File: src/design/soft_knee_dynamics_gain_curve_macros.svh
// Assertion macros shared by the gain curve RTL.
// The macros expect a clock named clk and a synchronous reset named rst in scope.
`ifndef SOFT_KNEE_DYNAMICS_GAIN_CURVE_MACROS_SVH
`define SOFT_KNEE_DYNAMICS_GAIN_CURVE_MACROS_SVH

// Same-cycle implication, disabled during reset.
`define SKDGC_ASSERT_NOW(label, ante, cons, msg) \
  label: assert property (@(posedge clk) disable iff (rst) (ante) |-> (cons)) \
    else $error(msg);

// Next-cycle implication, disabled during reset.
`define SKDGC_ASSERT_NEXT(label, ante, cons, msg) \
  label: assert property (@(posedge clk) disable iff (rst) (ante) |=> (cons)) \
    else $error(msg);

`endif

File: src/design/skdgc_pkg.sv
// Package for the soft-knee gain curve: register map, region codes and widths.
// No dependencies; used by the divider pipeline and the top level.
package skdgc_pkg;

  localparam int LEVEL_WIDTH_DEF = 16;
  localparam int THR_WIDTH       = 16;
  localparam int RATIO_WIDTH     = 16;
  localparam int KNEE_WIDTH      = 15;
  localparam int KNEE_E_WIDTH    = 16;
  localparam int DEN_WIDTH_DEF   = 34;
  localparam int NUM_MIN_WIDTH   = 49;
  localparam int QUOT_MIN_WIDTH  = 23;
  localparam int APB_ADDR_WIDTH  = 5;
  localparam int APB_DATA_WIDTH  = 32;

  localparam logic [RATIO_WIDTH-1:0]        RATIO_ONE     = 16'd256;
  localparam logic                          MODE_RESET    = 1'b1;
  localparam logic signed [THR_WIDTH-1:0]   THR_RESET     = 16'sd0;
  localparam logic [RATIO_WIDTH-1:0]        RATIO_RESET   = 16'd256;
  localparam logic [KNEE_WIDTH-1:0]         KNEE_RESET    = 15'd0;
  localparam logic signed [THR_WIDTH-1:0]   MAKEUP_RESET  = 16'sd0;
  localparam logic signed [THR_WIDTH-1:0]   RANGE_RESET   = -16'sd25600;

  typedef enum logic [1:0] {
    REGION_BELOW = 2'd0,
    REGION_KNEE  = 2'd1,
    REGION_ABOVE = 2'd2
  } region_t;

  typedef enum logic [2:0] {
    REG_MODE      = 3'd0,
    REG_THRESHOLD = 3'd1,
    REG_RATIO     = 3'd2,
    REG_KNEE      = 3'd3,
    REG_MAKEUP    = 3'd4,
    REG_RANGE     = 3'd5
  } reg_index_t;

endpackage

File: src/design/skdgc_div_pipe.sv
// Pipelined restoring divider for the gain curve, one quotient bit per stage.
// Carries an opaque sideband word alongside each quotient; uses the shared macros.
`include "soft_knee_dynamics_gain_curve_macros.svh"

module skdgc_div_pipe #(
  parameter int NUM_WIDTH  = skdgc_pkg::NUM_MIN_WIDTH,
  parameter int DEN_WIDTH  = skdgc_pkg::DEN_WIDTH_DEF,
  parameter int QUOT_WIDTH = skdgc_pkg::QUOT_MIN_WIDTH + 1,
  parameter int SIDE_WIDTH = 8
) (
  input  logic                  clk,
  input  logic                  rst,
  input  logic                  in_valid,
  output logic                  in_ready,
  input  logic [NUM_WIDTH-1:0]  num,
  input  logic [DEN_WIDTH-1:0]  den,
  input  logic [SIDE_WIDTH-1:0] side,
  output logic                  out_valid,
  input  logic                  out_ready,
  output logic [QUOT_WIDTH-1:0] quot,
  output logic [SIDE_WIDTH-1:0] side_out
);

  // The caller guarantees num >> QUOT_WIDTH < den, so the quotient fits.
  logic                  v    [QUOT_WIDTH];
  logic                  adv  [QUOT_WIDTH];
  logic [DEN_WIDTH-1:0]  rem  [QUOT_WIDTH];
  logic [QUOT_WIDTH-1:0] qn   [QUOT_WIDTH];
  logic [DEN_WIDTH-1:0]  dreg [QUOT_WIDTH];
  logic [SIDE_WIDTH-1:0] sreg [QUOT_WIDTH];

  for (genvar i = 0; i < QUOT_WIDTH; i++) begin : g_stage
    logic                  s_v;
    logic [DEN_WIDTH-1:0]  s_rem;
    logic [QUOT_WIDTH-1:0] s_qn;
    logic [DEN_WIDTH-1:0]  s_den;
    logic [SIDE_WIDTH-1:0] s_side;
    logic [DEN_WIDTH:0]    trial;
    logic                  ge;

    if (i == 0) begin : g_first
      assign s_v    = in_valid;
      assign s_rem  = DEN_WIDTH'(num >> QUOT_WIDTH);
      assign s_qn   = num[QUOT_WIDTH-1:0];
      assign s_den  = den;
      assign s_side = side;
    end else begin : g_rest
      assign s_v    = v[i-1];
      assign s_rem  = rem[i-1];
      assign s_qn   = qn[i-1];
      assign s_den  = dreg[i-1];
      assign s_side = sreg[i-1];
    end

    if (i == QUOT_WIDTH - 1) begin : g_last_adv
      assign adv[i] = !v[i] || out_ready;
    end else begin : g_mid_adv
      assign adv[i] = !v[i] || adv[i+1];
    end

    // Numerator bits leave qn at the top while quotient bits enter at the bottom.
    assign trial = {s_rem, s_qn[QUOT_WIDTH-1]};
    assign ge    = trial >= {1'b0, s_den};

    always_ff @(posedge clk) begin
      if (rst) begin
        v[i] <= 1'b0;
      end else if (adv[i]) begin
        v[i] <= s_v;
      end
    end

    always_ff @(posedge clk) begin
      if (adv[i]) begin
        rem[i]  <= ge ? DEN_WIDTH'(trial - {1'b0, s_den}) : trial[DEN_WIDTH-1:0];
        qn[i]   <= {s_qn[QUOT_WIDTH-2:0], ge};
        dreg[i] <= s_den;
        sreg[i] <= s_side;
      end
    end
  end

  assign in_ready  = adv[0];
  assign out_valid = v[QUOT_WIDTH-1];
  assign quot      = qn[QUOT_WIDTH-1];
  assign side_out  = sreg[QUOT_WIDTH-1];

  `SKDGC_ASSERT_NOW(a_den_nonzero, v[QUOT_WIDTH-1], dreg[QUOT_WIDTH-1] != '0, "divider saw zero divisor")
  `SKDGC_ASSERT_NOW(a_rem_bound, v[QUOT_WIDTH-1], rem[QUOT_WIDTH-1] < dreg[QUOT_WIDTH-1], "divider remainder not below divisor")
  `SKDGC_ASSERT_NOW(a_stall_full, !in_ready, v[0], "divider refused input with first stage empty")
  `SKDGC_ASSERT_NEXT(a_take_lands, in_valid && in_ready, v[0], "divider lost an accepted transaction")

endmodule

File: config.mk
export PLATFORM = sky130hd
export DESIGN_NAME = skdgc_div_pipe
export DESIGN_NICKNAME = d
export VERILOG_FILES = /design/src/design/skdgc_pkg.sv /design/src/design/skdgc_div_pipe.sv
export VERILOG_INCLUDE_DIRS = /design/src /design/src/design
export SDC_FILE = /design/constraint.sdc
export NUM_CORES = 2
export LEC_CHECK = 0
export BUFFER_PORTS_ARGS = -buffer_cell sky130_fd_sc_hd__buf_2
export CAP_MARGIN = 20
export CORE_UTILIZATION = 55
export CTS_CLUSTER_DIAMETER = 30
export CTS_CLUSTER_SIZE = 20
export DETAILED_ROUTE_END_ITERATION = 10
export GPL_TIMING_DRIVEN = 0
export PLACE_DENSITY = 0.81
export SYNTH_ARGS = -nofsm -noshare
export SYNTH_HDL_FRONTEND = slang
export SYNTH_SLANG_ARGS = --single-unit
File: constraint.sdc
create_clock -name clk -period 26.6 [get_ports clk]
set_input_delay 0 -clock clk [delete_from_list [all_inputs] [get_ports clk]]
set_output_delay 0 -clock clk [all_outputs]
set_load 0.01 [all_outputs]
==> results.py <==
metrics = {
    "synthesis": {
        "async_flop_share": 0,
        "ys_seq_elements": 2356,
        "ys_seq_area_frac": 0.585,
        "ys.flop_type": "edfxtp_1",
        "synth-warning-count": 0,
        "synth_cells": 10100,
        "syn_nets": 11100,
        "synth.distinct_cells": 102,
        "synth_edf_count": 2356,
        "syn_area_um2": 121000,
        "avgSynthCellArea_um2": 11.9,
    },
    "sta": {
        "setup_viol": 0,
        "setup_slack_ns": 19.13,
        "worstMarginPinSlew_ns": 1.01,
        "fin_crit_ns": 7.47,
        "max_freq_mhz": 134,
        "rsz0062_at_grt": "no",
        "whs_ns": 0.155,
        "setup_tns_ns": 0,
        "relSlewSlack": 0.323,
        "drv_slew": 0,
        "finClkSkew_ns": 0.0656,
        "hold_violations": 0,
        "period_share": 0.281,
    },
    "power_and_ir_drop": {
        "power_leakage_nw": 61.1,
        "p_sw_frac": 0.350,
        "power_frac_seq": 0.325,
        "p_comb_frac": 0.345,
        "vdd_drop_max_mv": 0.0950,
        "power_frac_clock": 0.330,
        "internal_power_mw": 11.5,
        "powerDensity_nw_per_um2": 123,
        "power_switching_mw": 6.21,
    },
    "cts": {
        "cts_root_buf": "clkbuf_16",
        "clock_latency_ns": 0.99,
        "htreeDepth": 5,
        "cts_buffer_depth": 4,
        "clk_transition_reported_paths_ns": 0.05,
        "cts_sinks": 2356,
        "tritoncts": "yes",
        "post_cts_resized": 0,
        "cts_buffers": 464,
    },
    "grt": {
        "grt_pass1_wl_um": 490000,
        "globalRouteTotalUtil": 0.291,
        "grt_max_degree": 90,
        "antenna_found_initial": 7,
        "grt_overflow_total": 0,
        "first_global_vias": 81700,
    },
    "critical_path": {
        "crit_chain": "nor2b_1, nand2_4, nor2_1, and3_1, inv_4, nor2_1, inv_4, nor2_1, and3_1, and3_1, nand3_4, buf_16, buf_2",
        "r2r_slack_ns": 19.59,
        "endpoint": "in_ready",
        "critPathCaptureType": "primary output",
        "critical-path-slowest-cell": "nor2_1",
        "crit_buf_inv": 4,
        "worst-path-stages": 13,
        "r2r-end": "v[0][0]",
        "cp.required_ns": 26.60,
        "r2r_start": "v[2][7]",
        "ff2ff_path_depth": 13,
        "max_stage_delay_ns": 0.65,
        "start_kind": "flop",
        "arrival_ns": 7.47,
        "cp-startpoint": "v[2][7]",
        "worstSetupPathType": "reg2out",
        "path_delay_family": "simple AND/OR/NAND/NOR gates",
        "crit_fanout": 63,
    },
    "routing": {
        "via_count": 84200,
        "post-route-drc-count": 0,
        "vias_per_cell": 5.93,
        "drt_first_pass_iters": 6,
        "drtIter0Drc": 8936,
        "wire_per_inst_um": 23.1,
        "drt-total-wl_um": 327000,
        "detail-route-antenna-nets": 0,
    },
    "status": {
        "status": "finished clean",
    },
    "hold_path": {
        "hp-class": "in2reg",
    },
    "finish": {
        "drive_gt1_frac": 0.111,
        "nets": 11900,
        "fill_cells": 16000,
        "final_common_cell": "edfxtp_1",
        "area_delta_synth_final_pct": 19.0,
        "mostFrequentLayoutCells": "2356 x edfxtp_1, 1016 x inv_1, 808 x ha_1",
    },
    "floorplanning": {
        "std_cell_rows": 171,
        "dieArea_um2": 222000,
        "start_util": 0.555,
        "die_x_um": 471,
        "die_h_um": 471,
        "io_pins": 129,
        "design.core.area_um2": 218000,
    },
    "placed_design": {
        "hpwl_um": 243000,
        "post-place-ws_ns": 19.79,
        "port_buffers": 127,
        "gp_congestion": 0.970,
    },
    "run": {
        "drv_cap": 0,
    },
}
## per-stage QoR
| step | util | std cells | instance area, µm² | power (mW) |
|---|---|---|---|---|
| 2_1_floorplan | - | 10100 | 121000 | 9.95 |
| 5_1_grt | 0.660 | 14200 | 144000 | 18.7 |
| 4_1_cts | 0.660 | 14200 | 144000 | 17.7 |
| 3_5_place_dp | 0.578 | 13100 | 126000 | 11.8 |
| 6_report | 0.661 | 14200 | 144000 | 17.7 |
| 3_3_place_gp | 0.574 | 13100 | 125000 | 11.7 |
## area by class of cell
type                       count  area, µm²  share of cell area
tap                         2854       3570              0.0248
inverter                    1028       3890              0.0270
clock inverter               358       4150              0.0289
multi-input combinational   6564      45600               0.317
clock buffer                 494      11800              0.0819
antenna                        5       12.5           0.0000870
buffer                       192        818             0.00569
timing repair buffer         354       3320              0.0231
sequential                  2356      70700               0.492
## state kept, by name, summed over array words and instances, names as in the netlist
register,cells
v,24
sreg,192
rem,782
qn,576
dreg,782
## per-layer routing
| metal | track usage | vias to the layer above | routed length, µm |
|---|---|---|---|
| met5 | 0 | - | 0 |
| met4 | 0.0959 | 0 | 10800 |
| met3 | 0.0501 | 650 | 25000 |
| met2 | 0.454 | 3318 | 149000 |
| met1 | 0.412 | 41000 | 143000 |
| li1 | - | 39300 | - |
## cells in the mapped netlist (all sizes together), types with 18 or more instances
cell    instances  area, µm²
clkbuf        149        559
inv          1027       3850
a21o          346       2600
nor4           44        275
or3            39        244
ha            808      10100
nand4b         19        166
or2            33        209
a211o          20        175
nor2b         104        658
nor2          527       1980
and4           22        193
nand2         801       3010
o31ai          72        546
nand3         169        846
o21a          104        781
mux2          178       2100
o31a           27        238
xnor2         341       2990
nand4         109        682
a221oi         18        164
a311oi         24        234
fa             23        460
mux2i          21        210
xor2          273       2390
nand2b        131        820
a211oi         82        621
nor3b          20        150
a31oi          64        422
o21bai         77        578
and2           30        188
o211ai         45        343
nor3          124        626
o21ai         776       3890
and3           77        482
buf            43        259
a21oi         780       3910
edfxtp       2356      70700
## power groups by stage
stage / logic, mW / registers [mW] / clock network [mW]
3_3_place_gp: 5.85 / 5.81 / 0
3_5_place_dp: 5.94 / 5.82 / 0
2_1_floorplan: 4.42 / 5.53 / 0
5_1_grt: 6.72 / 5.83 / 6.10
6_report: 6.12 / 5.77 / 5.86
4_1_cts: 6.02 / 5.77 / 5.92
## repair_timing
| item | 4_1_cts | 5_1_grt |
|---|---|---|
| endpoints found under the hold margin | 159 | 0 |
| buffers inserted | 0 | 0 |
| hold buffers | 198 | 0 |
| endpoints found under the setup margin | 0 | 0 |
## worst min-delay path by stage
| stage | from | endpoint | depth (start not counted) |
|---|---|---|---|
| global placement | side[1] | sreg[0][1] | 1 |
| global route | num[36] | rem[0][13] | 4 |
| CTS | num[36] | rem[0][13] | 4 |
| floorplan | den[0] | dreg[0][0] | 0 |
| detailed placement | num[16] | qn[0][17] | 1 |
| finish | out_ready | v[2][7] | 4 |
## worst min-delay path: stages
cell and delay [ns]:
dlygate4sd3_1 0.52, buf_2 0.10, nor2b_1 0.14, nor3b_1 0.21
## logic make-up after synthesis
logic type,count (synthesis),synth area share
buffers and inverters,1220,0.0387
multiplexers,199,0.0191
adder cells (fa/ha/maj),831,0.0874
XOR/XNOR,614,0.0445
AND/OR/NAND/NOR,2299,0.0905
AO/OA/AOI/OAI,2621,0.134
flip-flops,2356,0.585
(Power assumes the default switching activity.)
